`config.mk`:
```
export PLATFORM = sky130hd
export DESIGN_NAME = coo_to_csr_block_padding_core
export DESIGN_NICKNAME = d
export VERILOG_FILES = /design/src/design/ctcbp_pkg.sv /design/src/design/ctcbp_ctrl.sv /design/src/design/ctcbp_datapath.sv /design/src/design/coo_to_csr_block_padding_core.sv
export VERILOG_INCLUDE_DIRS = /design/src /design/src/design
export SDC_FILE = /design/constraint.sdc
export NUM_CORES = 1
export LEC_CHECK = 0
export BUFFER_PORTS_ARGS = -buffer_cell sky130_fd_sc_hd__buf_4
export CAP_MARGIN = 20
export CORE_MARGIN = 3
export CORE_UTILIZATION = 60
export CTS_CLUSTER_DIAMETER = 150
export DETAILED_ROUTE_END_ITERATION = 8
export PLACE_DENSITY = 0.81
export SETUP_SLACK_MARGIN = 0.1
export SKIP_LAST_GASP = 1
export SLEW_MARGIN = 20
export SYNTH_ARGS = -nofsm -noshare
export SYNTH_HDL_FRONTEND = slang
export SYNTH_SLANG_ARGS = --single-unit
```
`constraint.sdc`:
```
create_clock -name clk -period 7.9 [get_ports clk]
set_input_delay 1.975 -clock clk [delete_from_list [all_inputs] [get_ports clk]]
set_output_delay 1.975 -clock clk [all_outputs]
set_load 0.05 [all_outputs]
```
`src/design/assert_macros.svh`:
```
// assertion macros for the rtl
`ifndef ASSERT_MACROS_SVH
`define ASSERT_MACROS_SVH

`ifndef SYNTH

`define CHECK_PROP(lbl, clk, rst_n, prop, msg) \
    lbl: assert property (@(posedge clk) disable iff (!rst_n) prop) else $error(msg);

`define CHECK_NEVER(lbl, clk, rst_n, expr, msg) \
    lbl: assert property (@(posedge clk) disable iff (!rst_n) !(expr)) else $error(msg);

`else

`define CHECK_PROP(lbl, clk, rst_n, prop, msg)

`define CHECK_NEVER(lbl, clk, rst_n, expr, msg)

`endif

`endif

```
`src/design/ctcbp_pkg.sv`:
```
`default_nettype none

package ctcbp_pkg;

    localparam int ROW_W = 12;
    localparam int COL_W = 12;
    localparam int VAL_W = 32;
    localparam int CNT_W = 17;
    localparam int CFG_W = 13;
    localparam int IDX_W = 1;

    localparam int IN_TDATA_W  = 56;
    localparam int OUT_TDATA_W = 64;
    localparam int TYPE_W      = 3;

    localparam int MAX_BLOCKS_DEFAULT = 16;
    localparam logic [CNT_W-1:0] MAX_ENTRIES = 17'd65536;
    localparam logic [CFG_W-1:0] MAX_DIM     = 13'd4096;

    localparam logic [CFG_W-1:0] BLOCK_HEIGHT_RESET = 13'd64;
    localparam logic [CFG_W-1:0] COLUMN_COUNT_RESET = 13'd1024;

    localparam logic [IDX_W-1:0] REG_BLOCK_HEIGHT = 1'b0;
    localparam logic [IDX_W-1:0] REG_COLUMN_COUNT = 1'b1;

    typedef enum logic [TYPE_W-1:0] {
        REC_NONZERO = 3'd0,
        REC_POINTER = 3'd1,
        REC_FULL    = 3'd2,
        REC_PARTIAL = 3'd3,
        REC_SKIP    = 3'd4
    } rec_type_t;

    typedef enum logic [1:0] {
        ST_IDLE,
        ST_NZ,
        ST_CLOSE_A,
        ST_CLOSE_B
    } state_t;

    typedef struct packed {
        logic capture;
        logic emit;
        logic emit_nz;
        logic run_end;
        logic start_close;
        logic close_final;
        logic finish;
    } cmd_t;

    typedef struct packed {
        logic row_change;
        logic fin;
        logic out_free;
        logic ptr_next;
    } status_t;

endpackage

`default_nettype wire

```
`src/design/ctcbp_ctrl.sv`:
```
`default_nettype none

`include "assert_macros.svh"

module ctcbp_ctrl (
    input  wire                 clk,
    input  wire                 rst_n,
    input  wire                 s_tvalid,
    output logic                s_tready,
    input  ctcbp_pkg::status_t  st,
    output ctcbp_pkg::cmd_t     cmd
);
    import ctcbp_pkg::*;

    state_t state_reg;
    state_t state_next;

    always_ff @(posedge clk or negedge rst_n)
    begin
        if (!rst_n)
        begin
            state_reg <= ST_IDLE;
        end
        else
        begin
            state_reg <= state_next;
        end
    end

    always_comb
    begin
        state_next = state_reg;
        s_tready   = 1'b0;
        cmd        = '0;
        unique case (state_reg)
            ST_IDLE:
            begin
                s_tready = 1'b1;
                if (s_tvalid)
                begin
                    cmd.capture = 1'b1;
                    state_next  = ST_NZ;
                end
            end
            ST_NZ:
            begin
                if (st.out_free)
                begin
                    cmd.emit    = 1'b1;
                    cmd.emit_nz = 1'b1;
                    cmd.run_end = !(st.row_change || st.fin);
                    priority if (st.row_change)
                    begin
                        cmd.start_close = 1'b1;
                        state_next      = ST_CLOSE_A;
                    end
                    else if (st.fin)
                    begin
                        cmd.start_close = 1'b1;
                        cmd.close_final = 1'b1;
                        state_next      = ST_CLOSE_B;
                    end
                    else
                    begin
                        cmd.finish = 1'b1;
                        state_next = ST_IDLE;
                    end
                end
            end
            ST_CLOSE_A:
            begin
                if (st.out_free)
                begin
                    cmd.emit = 1'b1;
                    if (st.ptr_next)
                    begin
                        cmd.run_end = !st.fin;
                        if (st.fin)
                        begin
                            cmd.start_close = 1'b1;
                            cmd.close_final = 1'b1;
                            state_next      = ST_CLOSE_B;
                        end
                        else
                        begin
                            cmd.finish = 1'b1;
                            state_next = ST_IDLE;
                        end
                    end
                end
            end
            ST_CLOSE_B:
            begin
                if (st.out_free)
                begin
                    cmd.emit = 1'b1;
                    if (st.ptr_next)
                    begin
                        cmd.run_end = 1'b1;
                        cmd.finish  = 1'b1;
                        state_next  = ST_IDLE;
                    end
                end
            end
            default:
            begin
                state_next = ST_IDLE;
            end
        endcase
    end

    `CHECK_PROP(a_final_close_only_on_fin, clk, rst_n, (state_reg == ST_CLOSE_B) |-> st.fin, "final close without final entry")
    `CHECK_PROP(a_accept_goes_nz, clk, rst_n, (s_tvalid && s_tready) |=> (state_reg == ST_NZ), "accepted transaction did not start")

endmodule

`default_nettype wire

```
`src/design/ctcbp_datapath.sv`:
```
`default_nettype none

`include "assert_macros.svh"

module ctcbp_datapath #(
    parameter int MAX_BLOCKS_PER_ROW = ctcbp_pkg::MAX_BLOCKS_DEFAULT
) (
    input  wire                                   clk,
    input  wire                                   rst_n,
    input  wire                                   cfg_wen,
    input  wire  [ctcbp_pkg::IDX_W-1:0]           cfg_index,
    input  wire  [ctcbp_pkg::CFG_W-1:0]           cfg_wdata,
    input  wire  [ctcbp_pkg::IN_TDATA_W-1:0]      s_tdata,
    input  wire                                   s_tlast,
    output logic                                  m_tvalid,
    input  wire                                   m_tready,
    output logic [ctcbp_pkg::OUT_TDATA_W-1:0]     m_tdata,
    output logic [ctcbp_pkg::TYPE_W-1:0]          m_tuser,
    output logic                                  m_tlast,
    input  ctcbp_pkg::cmd_t                       cmd,
    output ctcbp_pkg::status_t                    st
);
    import ctcbp_pkg::*;

    localparam int BLK_W = $clog2(MAX_BLOCKS_PER_ROW + 1);
    localparam int ACC_W = CFG_W + BLK_W;
    localparam logic [BLK_W-1:0] BLK_MAX = BLK_W'(MAX_BLOCKS_PER_ROW);

    logic [CFG_W-1:0] bh_reg, cc_reg;
    logic [ROW_W-1:0] row_reg, prev_row_reg;
    logic [COL_W-1:0] col_reg;
    logic [VAL_W-1:0] val_reg;
    logic             fin_reg;
    logic [CNT_W-1:0] entries_reg, before_reg, last_ptr_reg, ptr_reg, rem_reg;
    logic [ACC_W-1:0] acc_reg;
    logic [BLK_W-1:0] blk_reg;
    logic                   m_tvalid_reg;
    logic [OUT_TDATA_W-1:0] m_tdata_reg;
    logic [TYPE_W-1:0]      m_tuser_reg;
    logic                   m_tlast_reg;

    logic [CFG_W-1:0] h, cols;
    logic             room;
    rec_type_t        kind;
    logic [CNT_W-1:0] new_ptr, base_ptr, cnt_field;
    logic [ACC_W:0]   acc_sum;

    always_comb
    begin
        h        = (bh_reg == '0) ? CFG_W'(1) : bh_reg;
        cols     = (cc_reg > MAX_DIM) ? MAX_DIM : cc_reg;
        room     = blk_reg < BLK_MAX;
        acc_sum  = {1'b0, acc_reg} + (ACC_W+1)'(h);
        priority if (room && (rem_reg >= CNT_W'(h)))
        begin
            kind = REC_FULL;
        end
        else if (room && (rem_reg != '0))
        begin
            kind = REC_PARTIAL;
        end
        else if (room && (acc_sum <= (ACC_W+1)'(cols)))
        begin
            kind = REC_SKIP;
        end
        else
        begin
            kind = REC_POINTER;
        end
        new_ptr  = cmd.close_final ? entries_reg : before_reg;
        base_ptr = (cmd.emit && !cmd.emit_nz) ? ptr_reg : last_ptr_reg;
        unique case (kind)
            REC_POINTER: cnt_field = ptr_reg;
            REC_PARTIAL: cnt_field = CNT_W'(h - rem_reg[CFG_W-1:0]);
            default:     cnt_field = '0;
        endcase
        st.row_change = row_reg != prev_row_reg;
        st.fin        = fin_reg;
        st.out_free   = !m_tvalid_reg || m_tready;
        st.ptr_next   = kind == REC_POINTER;
    end

    always_ff @(posedge clk or negedge rst_n)
    begin
        if (!rst_n)
        begin
            bh_reg       <= BLOCK_HEIGHT_RESET;
            cc_reg       <= COLUMN_COUNT_RESET;
            prev_row_reg <= '0;
            entries_reg  <= '0;
            before_reg   <= '0;
            last_ptr_reg <= '0;
            ptr_reg      <= '0;
            rem_reg      <= '0;
            acc_reg      <= '0;
            blk_reg      <= '0;
            row_reg      <= '0;
            fin_reg      <= 1'b0;
            m_tvalid_reg <= 1'b0;
        end
        else
        begin
            if (cfg_wen)
            begin
                unique case (cfg_index)
                    REG_BLOCK_HEIGHT: bh_reg <= cfg_wdata;
                    REG_COLUMN_COUNT: cc_reg <= cfg_wdata;
                    default: ;
                endcase
            end
            if (cmd.capture)
            begin
                row_reg    <= s_tdata[ROW_W-1:0];
                fin_reg    <= s_tlast;
                before_reg <= entries_reg;
                if (entries_reg < MAX_ENTRIES)
                begin
                    entries_reg <= entries_reg + 1'b1;
                end
            end
            if (cmd.emit)
            begin
                m_tvalid_reg <= 1'b1;
            end
            else if (m_tready)
            begin
                m_tvalid_reg <= 1'b0;
            end
            if (cmd.emit && !cmd.emit_nz)
            begin
                unique case (kind)
                    REC_FULL:
                    begin
                        rem_reg <= rem_reg - CNT_W'(h);
                        acc_reg <= acc_sum[ACC_W-1:0];
                        blk_reg <= blk_reg + 1'b1;
                    end
                    REC_PARTIAL:
                    begin
                        rem_reg <= '0;
                        acc_reg <= acc_sum[ACC_W-1:0];
                        blk_reg <= blk_reg + 1'b1;
                    end
                    REC_SKIP:
                    begin
                        acc_reg <= acc_sum[ACC_W-1:0];
                        blk_reg <= blk_reg + 1'b1;
                    end
                    default:
                    begin
                        last_ptr_reg <= ptr_reg;
                    end
                endcase
            end
            if (cmd.start_close)
            begin
                ptr_reg <= new_ptr;
                rem_reg <= new_ptr - base_ptr;
                acc_reg <= '0;
                blk_reg <= '0;
            end
            if (cmd.finish)
            begin
                if (fin_reg)
                begin
                    prev_row_reg <= '0;
                    entries_reg  <= '0;
                    last_ptr_reg <= '0;
                end
                else
                begin
                    prev_row_reg <= row_reg;
                end
            end
        end
    end

    always_ff @(posedge clk)
    begin
        if (cmd.capture)
        begin
            col_reg <= s_tdata[ROW_W +: COL_W];
            val_reg <= s_tdata[ROW_W+COL_W +: VAL_W];
        end
        if (cmd.emit)
        begin
            m_tlast_reg <= cmd.run_end;
            if (cmd.emit_nz)
            begin
                m_tuser_reg <= REC_NONZERO;
                m_tdata_reg <= {3'b000, CNT_W'(0), val_reg, col_reg};
            end
            else
            begin
                m_tuser_reg <= kind;
                m_tdata_reg <= {3'b000, cnt_field, VAL_W'(0), COL_W'(0)};
            end
        end
    end

    assign m_tvalid = m_tvalid_reg;
    assign m_tdata  = m_tdata_reg;
    assign m_tuser  = m_tuser_reg;
    assign m_tlast  = m_tlast_reg;

    `CHECK_NEVER(a_blk_bound, clk, rst_n, blk_reg > BLK_MAX, "block code count past limit")
    `CHECK_NEVER(a_ptr_order, clk, rst_n, last_ptr_reg > entries_reg, "row pointer ahead of entry count")
    `CHECK_NEVER(a_entries_sat, clk, rst_n, entries_reg > MAX_ENTRIES, "entry count past saturation")

endmodule

`default_nettype wire

```
`src/design/coo_to_csr_block_padding_core.sv`:
```
// a nonzero record is captured at input, then loaded in ST_NZ into the output register once free
// a new input is accepted only in ST_IDLE, after the last input's record and any row close are emitted
// a row close emits up to MAX_BLOCKS_PER_ROW block codes, then a pointer; the final entry may close two rows
// one record per cycle from the sequencer, paced by the single output register
// reset: rst_n asynchronous, clears counters and row state, block_height 64, column_count 1024
`default_nettype none

module coo_to_csr_block_padding_core #(
    parameter int MAX_BLOCKS_PER_ROW = ctcbp_pkg::MAX_BLOCKS_DEFAULT
) (
    input  wire                                clk,
    input  wire                                rst_n,
    input  wire                                cfg_wen,
    input  wire  [ctcbp_pkg::IDX_W-1:0]        cfg_index,
    input  wire  [ctcbp_pkg::CFG_W-1:0]        cfg_wdata,
    input  wire                                s_tvalid,
    output logic                               s_tready,
    // row_number[11:0], column_number[23:12], entry_value[55:24]
    input  wire  [ctcbp_pkg::IN_TDATA_W-1:0]   s_tdata,
    input  wire                                s_tlast,
    output logic                               m_tvalid,
    input  wire                                m_tready,
    // out_column[11:0], out_value[43:12], count_value[60:44], zero fill
    output logic [ctcbp_pkg::OUT_TDATA_W-1:0]  m_tdata,
    // record_type[2:0]
    output logic [ctcbp_pkg::TYPE_W-1:0]       m_tuser,
    output logic                               m_tlast
);
    import ctcbp_pkg::*;

    cmd_t    cmd;
    status_t st;

    ctcbp_ctrl u_ctrl (
        .clk      (clk),
        .rst_n    (rst_n),
        .s_tvalid (s_tvalid),
        .s_tready (s_tready),
        .st       (st),
        .cmd      (cmd)
    );

    ctcbp_datapath #(
        .MAX_BLOCKS_PER_ROW (MAX_BLOCKS_PER_ROW)
    ) u_datapath (
        .clk       (clk),
        .rst_n     (rst_n),
        .cfg_wen   (cfg_wen),
        .cfg_index (cfg_index),
        .cfg_wdata (cfg_wdata),
        .s_tdata   (s_tdata),
        .s_tlast   (s_tlast),
        .m_tvalid  (m_tvalid),
        .m_tready  (m_tready),
        .m_tdata   (m_tdata),
        .m_tuser   (m_tuser),
        .m_tlast   (m_tlast),
        .cmd       (cmd),
        .st        (st)
    );

endmodule

`default_nettype wire
```
## After elaboration in Yosys (flattened, before gate mapping)

Index checks and enable logic that the tools add are counted.

- Register bits after elaboration: 274
- Output and inout port bits: 70
- Word-level logic and storage cells: 125

- Add/sub/neg operators: 6
- $lt $le $gt $ge: 5
- Equal/unequal tests: 14
- Mux-type cells: 54
- Bitwise operators: 1
- Reductions and logical operators: 24

Operator list:

| operator | number |
|---|---|
| 17-bit two-way mux | 12 |
| 17-bit one-hot mux with 2 select lines | 2 |
| 18-bit two-way mux | 3 |
| 13-bit two-way mux | 2 |
| 18-bit by 13-bit adder with 19-bit output | 1 |
| 19-bit by 13-bit less-or-equal comparator with 1-bit output | 1 |
| 2-bit two-way mux | 9 |
| 17-bit by 1-bit adder with 17-bit output (second input constant) | 1 |
| 17-bit by 13-bit greater-or-equal comparator with 1-bit output | 1 |
| 17-bit less-than comparator (second input constant) | 1 |
| 17-bit nonzero test | 1 |
| 17-bit by 13-bit subtractor with 17-bit output | 1 |
| 17-bit subtractor | 1 |
| 5-bit two-way mux | 3 |
| 13-bit by 13-bit subtractor with 14-bit output | 1 |
| 13-bit greater-than comparator (second input constant) | 1 |
| 13-bit zero test | 1 |
| 12-bit two-way mux | 1 |
| 12-bit != test | 1 |
| 2-bit != test (second input constant) | 6 |
| 1-bit two-way mux | 11 |
| 3-bit two-way mux | 3 |
| 4-bit two-way mux | 2 |
| 2-bit one-hot mux with 4 select lines | 1 |
| other kinds (22) | 37 |

## Longest topological paths before layout

Gate-level depths: netlist (run 1).

- Depth after elaboration: 15
- Gate-level depth with buffers: 36
- Mapped depth without buffers: 34

## Cells and area by module

From an unflattened synthesis (run 1), not the netlist that was laid out.

- Cells, all modules: 1329
- Area total of the unflattened synthesis: 14348.8 um^2

By module, submodules not included:

| module | times used | cells an instance | area each (um^2) | seq. area each (um^2) |
|---|---|---|---|---|
| ctcbp_datapath | 1 | 1292 | 14044.7 | 7279.5 |
| ctcbp_ctrl | 1 | 37 | 304.0 | 50.0 |

## Worst setup path after synthesis (run 1)

Ideal clock, no wire load.

- Path kind: reg-to-reg
- Start point: reg u_datapath.bh_reg[7]
- End point: reg u_datapath.rem_reg[16]
- Setup time: 133 ps
- Data arrival time: 6958 ps
- Slack: 808 ps
- Cell stages (with the launch flop): 36
- Buffers on the path: 2
- Clock period less this slack: 7092 ps
- Cells stage by stage: dfrtp_1 -> nor4_1 -> a41o_1 -> ha_1 -> inv_1 -> fa_1 -> nor2b_1 -> o31a_1 -> o21ai_0 -> nand2b_1 -> a21o_1 -> a21oi_1 -> xnor2_1 -> ha_1 -> a211oi_1 -> nor2_1 -> a2111oi_0 -> a21oi_1 -> a211oi_2 -> a211oi_1 -> o21ba_1 -> buf_6 -> buf_2 -> mux2i_1 -> ha_1 -> inv_1 -> fa_1 -> a211o_1 -> a2111oi_0 -> o21bai_1 -> a21o_1 -> a21o_1 -> a41oi_1 -> a21oi_1 -> xnor3_1 -> o211ai_2

- Cells in the longest elaborated chain, start to end: 15

Ends and longest elaborated chain:

| item | line | source |
|---|---|---|
| from (decl) | ctcbp_datapath.sv:29 | `logic [CFG_W-1:0] bh_reg, cc_reg;` |
| from (signal assigned) | ctcbp_datapath.sv:106 | `REG_BLOCK_HEIGHT: bh_reg <= cfg_wdata;` |
| 13-bit zero test | ctcbp_datapath.sv:50 | `h = (bh_reg == '0) ? CFG_W'(1) : bh_reg;` |
| 13-bit two-way mux * | ctcbp_datapath.sv:50 |  |
| 18-bit by 13-bit adder with 19-bit output | ctcbp_datapath.sv:53 | `acc_sum = {1'b0, acc_reg} + (ACC_W+1)'(h);` |
| 19-bit by 13-bit less-or-equal comparator with 1-bit output | ctcbp_datapath.sv:62 | `else if (room && (acc_sum <= (ACC_W+1)'(cols)))` |
| 1-bit logical AND | ctcbp_datapath.sv:62 |  |
| 3-bit two-way mux | ctcbp_datapath.sv:62 |  |
| 3-bit two-way mux | ctcbp_datapath.sv:58 | `else if (room && (rem_reg != '0))` |
| 3-bit two-way mux | ctcbp_datapath.sv:54 | `priority if (room && (rem_reg >= CNT_W'(h)))` |
| 3-bit by 1-bit == test with 1-bit output | ctcbp_datapath.sv:80 | `st.ptr_next = kind == REC_POINTER;` |
| 4-bit two-way mux | ctcbp_ctrl.sv:75 | `if (st.ptr_next)` |
| 4-bit two-way mux | ctcbp_ctrl.sv:72 | `if (st.out_free)` |
| 2-bit one-hot mux with 2 select lines | ctcbp_ctrl.sv:35 | `unique case (state_reg)` |
| 17-bit two-way mux | ctcbp_datapath.sv:70 | `new_ptr = cmd.close_final ? entries_reg : before_reg;` |
| 17-bit subtractor | ctcbp_datapath.sv:158 | `rem_reg <= new_ptr - base_ptr;` |
| 17-bit two-way mux | ctcbp_datapath.sv:155 | `if (cmd.start_close)` |
| to (signal assigned) | ctcbp_datapath.sv:134 | `rem_reg <= rem_reg - CNT_W'(h);` |
| to (signal assigned) | ctcbp_datapath.sv:158 |  |
| to (decl) | ctcbp_datapath.sv:34 | `logic [CNT_W-1:0] entries_reg, before_reg, last_ptr_reg, ptr_reg, rem_reg;` |

Mark *: on every way between the ends. The rest lies on a longest branch, timed or not. The select of a mux whose other input is x is not followed.
A chain may end at the register's enable or synchronous reset.

## Worst setup path after layout (run 1)

Ends and elaborated chain as after synthesis.

==> impl_metrics.ini, run 1 <==
[clock_network]
clk_pin_slew_ns = 0.06
cts_buffers = 28
cts_tree = done
clock-root-buffer = clkbuf_16
clock_latency_ns = 0.56
clockBufferDepth = 3
h-tree-depth = 1
clock_sinks = 271

[floorplan]
die_width_um = 159
die_y_um = 159
core_mm2 = 0.0228
io_pins = 146
start_util_pct = 61.6
rows = 55
die_area_mm2 = 0.0253

[synth]
yosys.area.top_type = dfrtp_1
avgSynthCellArea_um2 = 10.6
synthCells = 1330
ys_warn_count = 0
ys_seq_area_share_pct = 52.1
synth-edff-count = 109
netlist.area_leader.share_pct = 28.4
synthArstFlopShare_pct = 59.8
synth_flop_cell = dfrtp_1
synth_area_leaders = dfrtp_1 (28%), edfxtp_1 (23%), ha_1 (6.6%)
synth_seq_cells = 271
synth_area_mm2 = 0.0141
synthDistinctLibCells = 71

[detailed_routing]
ant_nets = 0
wirelength_um = 34800
vias = 10600
drtIter0Drc = 1012
drcViolationCount = 0
wl_per_cell_um = 19.6
vias_per_cell = 5.94
drtPass1Iterations = 5

[timing]
final_max_slew_viol_count = 0
setup_tns_ns = 0
worst_slew_pin_slew_ns = 1.03
finalHoldViolCount = 0
maxSlewHeadroom_pct = 31.6
post-route-period-util_pct = 94.2
min_period_ns = 7.44
finalClockSkew_ns = 0.0251
rsz0062_at_grt = false
setup_viol = 0
max_clock_freq_mhz = 134

[global_routing]
antenna_found_initial = 0
grt_pass1_vias = 10400
grt_start_max_net_pins = 89
grt_overflow_total = 0
grt_pass1_wl_um = 55700
grt_usage_pct = 26.9

[worst_hold_path]
hold_path.class = reg -> reg
hold_start = u_datapath.before_reg[11]$_DFFE_PN0P_

[worst_setup_path]
r2r_end = u_datapath.rem_reg[16]$_DFFE_PN0P_
crit_slowest_cell = or4_1
worstRegToRegCells = 33
endpoint_kind = register
worstPathMaxFanout = 4
critical_path_class = reg -> reg
startpoint_type = register
crit_path_end = u_datapath.rem_reg[16]$_DFFE_PN0P_
slowest_delay_ns = 0.55
required_ns = 8.31
worstPathArrival_ns = 7.85
ff2ff_setup_slack_ns = 0.46
r2r_start = u_datapath.bh_reg[7]$_DFFE_PN0P_
setup.worst_path.start = u_datapath.bh_reg[7]$_DFFE_PN0P_

[place]
post-dp-hpwl_um = 25000
port_buffers = 142
place_congestion = 0.933

[outcome]
status = finished clean

[layout]
n_antenna_cell = 0
drive_above_1_share_pct = 19.8
largest_register_ffs = 61
mostFrequentLayoutCells = dfrtp_1 (159), buf_4 (158), nand2_1 (154)
area_growth_pct = 15.9
nets = 1599
final_common_cell = dfrtp_1

[pwr]
total_power_w = 0.00706
power.density_mw_per_mm2 = 433
leakagePower_nw = 7.13
ir_worst_vdd_mv = 0.234

[flow_run]
maxCapViolations = 0
==> layout make-up <==
type                    count  area [um2]
clock buffers              38         768
clock inverters            13        95.1
fillers                  1664        6530
inverters                  51         191
multi-input cells         933        6330
flip-flops and latches    271        7330
well taps                 313         392
repair buffers            160        1210
==> timing repair <==
action,CTS,global route
hold buffers,0,0
gates resized for setup,2,15
setup endpoints to repair,2,5
pin swaps,0,4
gates cloned,0,0
buffers inserted,0,1
==> metal layers <==
metal	track usage [%]	routed length, um
met4	6.41	753
met2	44.7	16800
met3	4.53	2610
met1	37.4	14700
met5	0	0
==> cell usage after synthesis, types with 12 or more instances <==
master	n
mux2i_1	17
nand4_1	16
nor2b_1	17
a22oi_1	15
edfxtp_1	109
nor2_1	129
nor3_1	17
a21o_1	14
clkbuf_1	54
and3_1	47
inv_1	51
nand3_1	18
xor2_1	28
xnor2_1	48
nand2_1	154
a21oi_1	80
o21a_1	12
dfrtp_1	160
mux2_2	58
ha_1	74
o21ai_0	62
==> worst max-delay path: cells and delay by family (launching register included) <==
kind,cells,cell delay [ns]
buf+inv,2,0.11
compound gates,18,3.14
flops,1,0.45
fa+ha+maj,5,1.58
simple gates,5,1.29
xor+xnor,2,0.53
mux,1,0.21
==> worst min-delay path by stage <==
stage                                                       end  slack, ns  depth (start not counted)
after floorplan           u_datapath.before_reg[11]$_DFFE_PN0P_       0.45                          2
after global placement    u_datapath.before_reg[14]$_DFFE_PN0P_       0.47                          2
after detailed placement  u_datapath.before_reg[11]$_DFFE_PN0P_       0.48                          2
after CTS                 u_datapath.before_reg[11]$_DFFE_PN0P_       0.50                          2
after global routing           u_datapath.cc_reg[3]$_DFFE_PN0P_       0.52                          1
final                     u_datapath.before_reg[11]$_DFFE_PN0P_       0.50                          2
==> through the flow <==
| stage | cells | cell area, um2 | worst slack (ns) | hold slack (ns) | utilization (%) |
|---|---|---|---|---|---|
| 6_report | 1779 | 16300 | 0.460 | 0.496 | 71.4 |
| 4_1_cts | 1778 | 16200 | 0.122 | 0.499 | 71.1 |
| 3_3_place_gp | 1727 | 15400 | 0.454 | 0.467 | 67.3 |
| 3_5_place_dp | 1727 | 15400 | 0.123 | 0.484 | 67.3 |
| 5_1_grt | 1779 | 16300 | 0.106 | 0.520 | 71.4 |
| 2_1_floorplan | 1332 | 14100 | 0.808 | 0.446 | - |
==> cells by family (layout without fill, tap and decap cells) <==
logic type                 after synthesis  count (layout)  synth area share, %
buffers and inverters                  128             262                 3.64
other                                    1               3               0.0266
adders and majority gates               78              78                 7.15
and+or+nand+nor                        441             441                 14.5
DFF                                    271             271                 52.1
xor gates and xnor gates                77              77                 4.89
AOI/OAI and AO/OA                      258             258                 11.7
muxes                                   76              76                 6.01
==> where the power goes <==
part	switching [W]	leakage, nW	internal, W
combinational	0.00226	3.66	0.00130
sequential	0.000299	3.06	0.00197
clock	0.000542	0.419	0.000685
Power figures use the tool's default switching activity.
==> run 2: changes to the inputs <==
Settings changed: SYNTH_HIERARCHICAL set to 1.
==> run 2 against run 1 <==
  * Clock skew fell by 0.015 ns
  * Register-to-register slack got worse by 0.06 ns
  * Via count rose by 0.21%
  * Worst hold slack improved by 0.0023 ns
  * Wire length rose by 2.0%
  * Synthesized area rose by 1.9%
  * Sequential share of layout area fell by 1.1 points
  * Die area rose by 1.9%
  * Clock-buffer cell count fell by 2
  * Synthesized cell count barely moved
  * Non-clock buffer count did not move
==> impl_metrics.ini, run 2 <==
[outcome]
status = finished clean

[layout]
mostFrequentLayoutCells = dfrtp_1 (159), buf_4 (158), nor2_1 (128)
drive_above_1_share_pct = 20.4
n_antenna_cell = 0
largest_register_ffs = 61
fin_util_pct = 72.5
final_common_cell = dfrtp_1
nets = 1602
area_growth_pct = 16.4

[clock_network]
clock_sinks = 271
clockBufferDepth = 3
holdBufCountCts = 0
clk_pin_slew_ns = 0.06
cts_tree = done
clock-root-buffer = clkbuf_16
h-tree-depth = 1
cts_buffers = 29
clock_latency_ns = 0.55

[pwr]
power.internal_w = 0.00418
power.density_mw_per_mm2 = 439
pwr-share-comb_pct = 49.7
leakagePower_nw = 7.57
p_sw_share_pct = 43.0
ir_worst_vdd_mv = 0.262
power_frac_clock_pct = 18.4
p_sw_w = 0.00316
seqPwrFrac_pct = 31.9

[timing]
setup_viol = 0
post-route-period-util_pct = 94.9
setup_tns_ns = 0
worst_slew_pin_slew_ns = 1.02
max_clock_freq_mhz = 133
final_max_slew_viol_count = 0
maxSlewHeadroom_pct = 32.2
rsz0062_at_grt = false
finalClockSkew_ns = 0.0101
min_period_ns = 7.50
finalHoldViolCount = 0

[global_routing]
antenna_found_initial = 0
grt_pass1_vias = 10500
grt_pass1_wl_um = 55600
grt_overflow_total = 0
grt_usage_pct = 26.8
grt_start_max_net_pins = 95

[worst_setup_path]
critical_path_class = reg -> reg
endpoint_kind = register
slowest_delay_ns = 0.45
startpoint_type = register
crit_slowest_cell = dfrtp_2
worstPathArrival_ns = 7.92
required_ns = 8.32
worstPathMaxFanout = 4

[detailed_routing]
wl_per_cell_um = 20.0
ant_nets = 0
top_layer_used = met4
wirelength_um = 35600
route.layer.met1.wl_um = 14500
drtIter0Drc = 916
vias = 10600
wl_met3_um = 2290
vias_per_cell = 5.94
drtPass1Iterations = 5
wl_met2_um = 17400
drcViolationCount = 0

[place]
post-dp-hpwl_um = 25000
port_buffers = 142
place_congestion = 0.970

[worst_hold_path]
hold_path.class = reg -> reg

[floorplan]
rows = 55
die_width_um = 161
io_pins = 146
die_area_mm2 = 0.0258
start_util_pct = 62.2
die_y_um = 161
core_mm2 = 0.0231

[synth]
synth-edff-count = 109
netlist_top_cells_count = dfrtp_1 (160), nor2_1 (128), nand2_1 (114), edfxtp_1 (109), ha_1 (75)
ys_seq_area_share_pct = 51.1
synthDistinctLibCells = 76
yosysMostFrequentCell = dfrtp_1
yosys.area.top_type = dfrtp_1
netlist.area_leader.share_pct = 27.9
synth_area_mm2 = 0.0143
synth_flop_cell = dfrtp_1
synth_seq_cells = 271
synthCells = 1329
synthArstFlopShare_pct = 59.8
ys_warn_count = 6
avgSynthCellArea_um2 = 10.8
synth_area_leaders = dfrtp_1 (28%), edfxtp_1 (23%), ha_1 (6.5%)

[flow_run]
maxCapViolations = 0
## run 2: changes by cell type in the layout (fill, tap and decap cells not counted), sizes merged, moves of 15 or more
cell,previous run,this run
a21oi,84,62
and2,5,49
and3,47,10
inv,52,68
mux2i,18,55
nand2,154,116
xnor2,48,33
## run 2: worst max-delay path: cells and delay by family (launching register included)
kind / cells / cell delay, ns
AOI/OAI and AO/OA: 16 / 3.30
and+or+nand+nor: 7 / 1.49
adders and majority gates: 5 / 1.44
DFF: 1 / 0.45
muxes: 2 / 0.40
xor gates and xnor gates: 1 / 0.14
buffers and inverters: 2 / 0.12
## run 2: path summary, 6_finish.rpt
path | startpoint | end | slack [ns] | cells past startpoint
setup / recovery | u_datapath/bh_reg[4]$_DFFE_PN0P_ | u_datapath/rem_reg[16]$_DFFE_PN0P_ | 0.40 | 33
setup reg to reg | u_datapath/bh_reg[4]$_DFFE_PN0P_ | u_datapath/rem_reg[16]$_DFFE_PN0P_ | 0.40 | 33
min in group asynchronous | rst_n | u_datapath/cc_reg[7]$_DFFE_PN0P_ | 1.52 | 1
hold / removal | u_datapath/cc_reg[0]$_DFFE_PN0P_ | u_datapath/cc_reg[0]$_DFFE_PN0P_ | 0.50 | 1
hold reg to reg | u_datapath/cc_reg[0]$_DFFE_PN0P_ | u_datapath/cc_reg[0]$_DFFE_PN0P_ | 0.50 | 1
max in group asynchronous | rst_n | u_datapath/entries_reg[14]$_DFF_PN0_ | 5.00 | 2
## run 2: power by group through the flow
| stage | registers, W | clock network (W) | logic, W |
|---|---|---|---|
| after floorplan | 0.00268 | 0 | 0.00220 |
| after global placement | 0.00232 | 0 | 0.00346 |
| after global routing | 0.00238 | 0.00142 | 0.00396 |
| final | 0.00234 | 0.00135 | 0.00365 |
| after CTS | 0.00232 | 0.00137 | 0.00355 |
| after detailed placement | 0.00234 | 0 | 0.00350 |
## run 2: cells by family after synthesis
logic type	after synthesis	share of synthesized area, %
simple gates	410	13.6
flops	271	51.1
compound gates	239	11.3
buf+inv	141	3.92
mux	114	8.47
fa+ha+maj	79	7.10
xor+xnor	74	4.52
other cells	1	0.0261
## run 2: timing repair
| item | in CTS | in global routing |
|---|---|---|
| resized for setup | 2 | 16 |
| endpoints found under the hold margin | 0 | 0 |
| pin swaps | 0 | 10 |
| setup buffers | 0 | 3 |
| endpoints found under the setup margin | 1 | 5 |
## run 2: metrics by stage
step	instances	total power [W]	cell area, um2	hold WS (ns)	worst slack, ns
floorplan	1331	0.00488	14400	0.471	0.266
global placement	1726	0.00578	15600	0.482	0.180
detailed placement	1726	0.00585	15600	0.488	0.0326
CTS	1779	0.00724	16600	0.500	0.145
global route	1782	0.00776	16700	0.519	0.0821
finish	1782	0.00733	16700	0.499	0.404
## run 2: per-layer routing
layer	up-vias	global-route usage (%)
li1	4922	-
met1	5207	35.8
met2	374	45.2
met3	85	3.64
met4	0	9.74
met5	-	0
## run 2: layout make-up
type / instances / area [um2]
clock buffers: 36 / 782
clock inverters: 17 / 171
fillers: 1632 / 6340
inverters: 66 / 248
multi-input cells: 919 / 6580
flip-flops and latches: 271 / 7330
well taps: 313 / 392
repair buffers: 160 / 1210
==> run 3: changes to the inputs <==
Settings changed: CORE_UTILIZATION 60 to 62, PLACE_DENSITY 0.81 to 0.83, RECOVER_POWER set to 100.
Clock period 7.9 ns to 9.2 ns, I/O delays scaled along.
==> run 3 against run 2 <==
  * The flow now finishes with violations (max-capacitance violations, max-slew violations)
  * Clock skew fell by 0.0015 ns
  * Core utilization is 0.78 points lower
  * First-iteration DRC count decreased by 5.9%
  * Combinational power shrank 19%
==> impl_metrics.ini, run 3 (synthesis results as in run 2) <==
[outcome]
status = finished, violations left
violations = max-capacitance violations, max-slew violations

[worst_hold_path]
hold_end = u_datapath/before_reg[13]$_DFFE_PN0P_
hold_path.class = reg -> reg
hold_start = u_datapath/before_reg[13]$_DFFE_PN0P_
min_delay_path_depth = 1

[layout]
n_antenna_cell = 0
nets = 1595
drive_above_1_share_pct = 13.8
stdcell_count = 1747
design_area_mm2 = 0.0163
final_common_cell = dfrtp_1
mostFrequentLayoutCells = dfrtp_1 (160), nor2_1 (128), nand2_1 (115)
largest_register_ffs = 61
area_growth_pct = 13.5

[clock_network]
cts_buffers = 28
clockBufferDepth = 3
clock_latency_ns = 0.54
cts_resized = 0
cts_tree = done
holdBufCountCts = 0
clock-root-buffer = clkbuf_16
clk_pin_slew_ns = 0.06
clock_sinks = 271
post_cts_buffers = 0
h-tree-depth = 1

[worst_setup_path]
r2r_end = u_datapath/rem_reg[16]$_DFFE_PN0P_
ff2ff_setup_slack_ns = 0.76
r2r_start = u_datapath/bh_reg[8]$_DFFE_PN0P_
crit_slowest_cell = mux2_1
worstPathMaxFanout = 21
worstRegToRegCells = 32
critical_path_class = reg -> reg
worstPathArrival_ns = 8.86
startpoint_type = register
required_ns = 9.62
slowest_delay_ns = 0.50
endpoint_kind = register

[timing]
setup_tns_ns = 0
final_max_slew_viol_count = 393
worst_slew_pin_slew_ns = 5.13
rsz0062_at_grt = false
finalClockSkew_ns = 0.00861
min_period_ns = 8.44
maxSlewHeadroom_pct = -242
finalHoldViolCount = 0
worst_slack_ns = 0.763
setup_viol = 0
max_clock_freq_mhz = 119
post-route-period-util_pct = 91.7

[global_routing]
antenna_found_initial = 0
grt_overflow_total = 0
grt_pass1_vias = 10300
grt_pass1_wl_um = 53900
grt_start_max_net_pins = 93
grt_usage_pct = 27.2

[flow_run]
maxCapViolations = 7

[pwr]
ir_worst_vdd_mv = 0.251
power.density_mw_per_mm2 = 379
power_frac_clock_pct = 19.7
total_power_w = 0.00617
seqPwrFrac_pct = 32.5
leakagePower_nw = 7.22
p_sw_share_pct = 43.0
p_sw_w = 0.00265
power.internal_w = 0.00352
pwr-share-comb_pct = 47.8

[detailed_routing]
wirelength_um = 34600
wl_per_cell_um = 19.8
ant_nets = 0
drtIter0Drc = 862
vias_per_cell = 5.94
drtPass1Iterations = 5
drcViolationCount = 0
vias = 10400

[place]
dpl-instance-area_mm2 = 0.0156
place_congestion = 1.01
post-dp-hpwl_um = 24500
port_buffers = 142
placed_cells = 1695
pre_cts_slack_ns = 0.893

[floorplan]
die_y_um = 158
die_area_mm2 = 0.0250
start_util_pct = 63.2
io_pins = 146
rows = 55
core_mm2 = 0.0227
die_width_um = 158
==> run 3: changes by cell type in the layout (fill, tap and decap cells not counted), sizes merged <==
| cell | before | now |
|---|---|---|
| buf | 160 | 31 |
| clkbuf | 36 | 158 |
| bufinv | 3 | 5 |
| inv | 68 | 66 |
| clkinv | 9 | 10 |
| clkinvlp | 3 | 2 |
==> run 3: layer usage <==
| layer | vias to the layer above | share of wire, % | track usage [%] |
|---|---|---|---|
| met3 | 90 | 5.2 | 3.31 |
| met1 | 5059 | 42 | 37.1 |
| met5 | - | 0 | 0 |
| li1 | 4885 | - | - |
| met4 | 0 | 3.7 | 10.1 |
| met2 | 343 | 49 | 45.2 |
==> run 3: worst max-delay path by stage <==
stage | start | end | slack, ns
after floorplan | u_datapath/bh_reg[12]$_DFFE_PN0P_ | u_datapath/rem_reg[16]$_DFFE_PN0P_ | 1.57
after global placement | u_datapath/bh_reg[9]$_DFFE_PN0P_ | u_datapath/rem_reg[16]$_DFFE_PN0P_ | 1.05
after detailed placement | u_datapath/bh_reg[8]$_DFFE_PN0P_ | u_datapath/rem_reg[16]$_DFFE_PN0P_ | 0.89
after CTS | u_datapath/bh_reg[8]$_DFFE_PN0P_ | u_datapath/rem_reg[16]$_DFFE_PN0P_ | 0.83
after global routing | u_datapath/bh_reg[8]$_DFFE_PN0P_ | u_datapath/rem_reg[16]$_DFFE_PN0P_ | 0.13
final | u_datapath/bh_reg[8]$_DFFE_PN0P_ | u_datapath/rem_reg[16]$_DFFE_PN0P_ | 0.76
==> run 3: power groups by stage <==
stage	Combinational, W	Sequential [W]	Clock, W
2_1_floorplan	0.00189	0.00230	0
6_report	0.00295	0.00201	0.00122
4_1_cts	0.00302	0.00198	0.00123
5_1_grt	0.00321	0.00205	0.00128
3_5_place_dp	0.00299	0.00200	0
3_3_place_gp	0.00293	0.00198	0
==> run 3: metrics by stage <==
stage | hold slack [ns] | util, %
3_5_place_dp | 0.492 | 68.6
6_report | 0.504 | 71.7
3_3_place_gp | 0.486 | 68.6
5_1_grt | 0.515 | 71.7
4_1_cts | 0.507 | 73.1
2_1_floorplan | 0.471 | -
==> run 3: final cells by class <==
| cell class | count | area (um2) |
|---|---|---|
| well taps | 285 | 357 |
| fillers | 1660 | 6430 |
| multi-input cells | 919 | 6470 |
| flip-flops and latches | 271 | 7330 |
| repair buffers | 154 | 872 |
| clock inverters | 17 | 211 |
| inverters | 66 | 248 |
| clock buffers | 35 | 798 |
==> run 3: worst max-delay path, delay by kind of cell (launching register included) <==
kind,cells,cell delay (ns)
multiplexers,2,0.67
AND/OR/NAND/NOR,5,1.30
adder cells (fa/ha/maj),4,1.41
XOR/XNOR,1,0.14
AO/OA/AOI/OAI,18,4.08
buffers and inverters,2,0.31
flip-flops,1,0.43
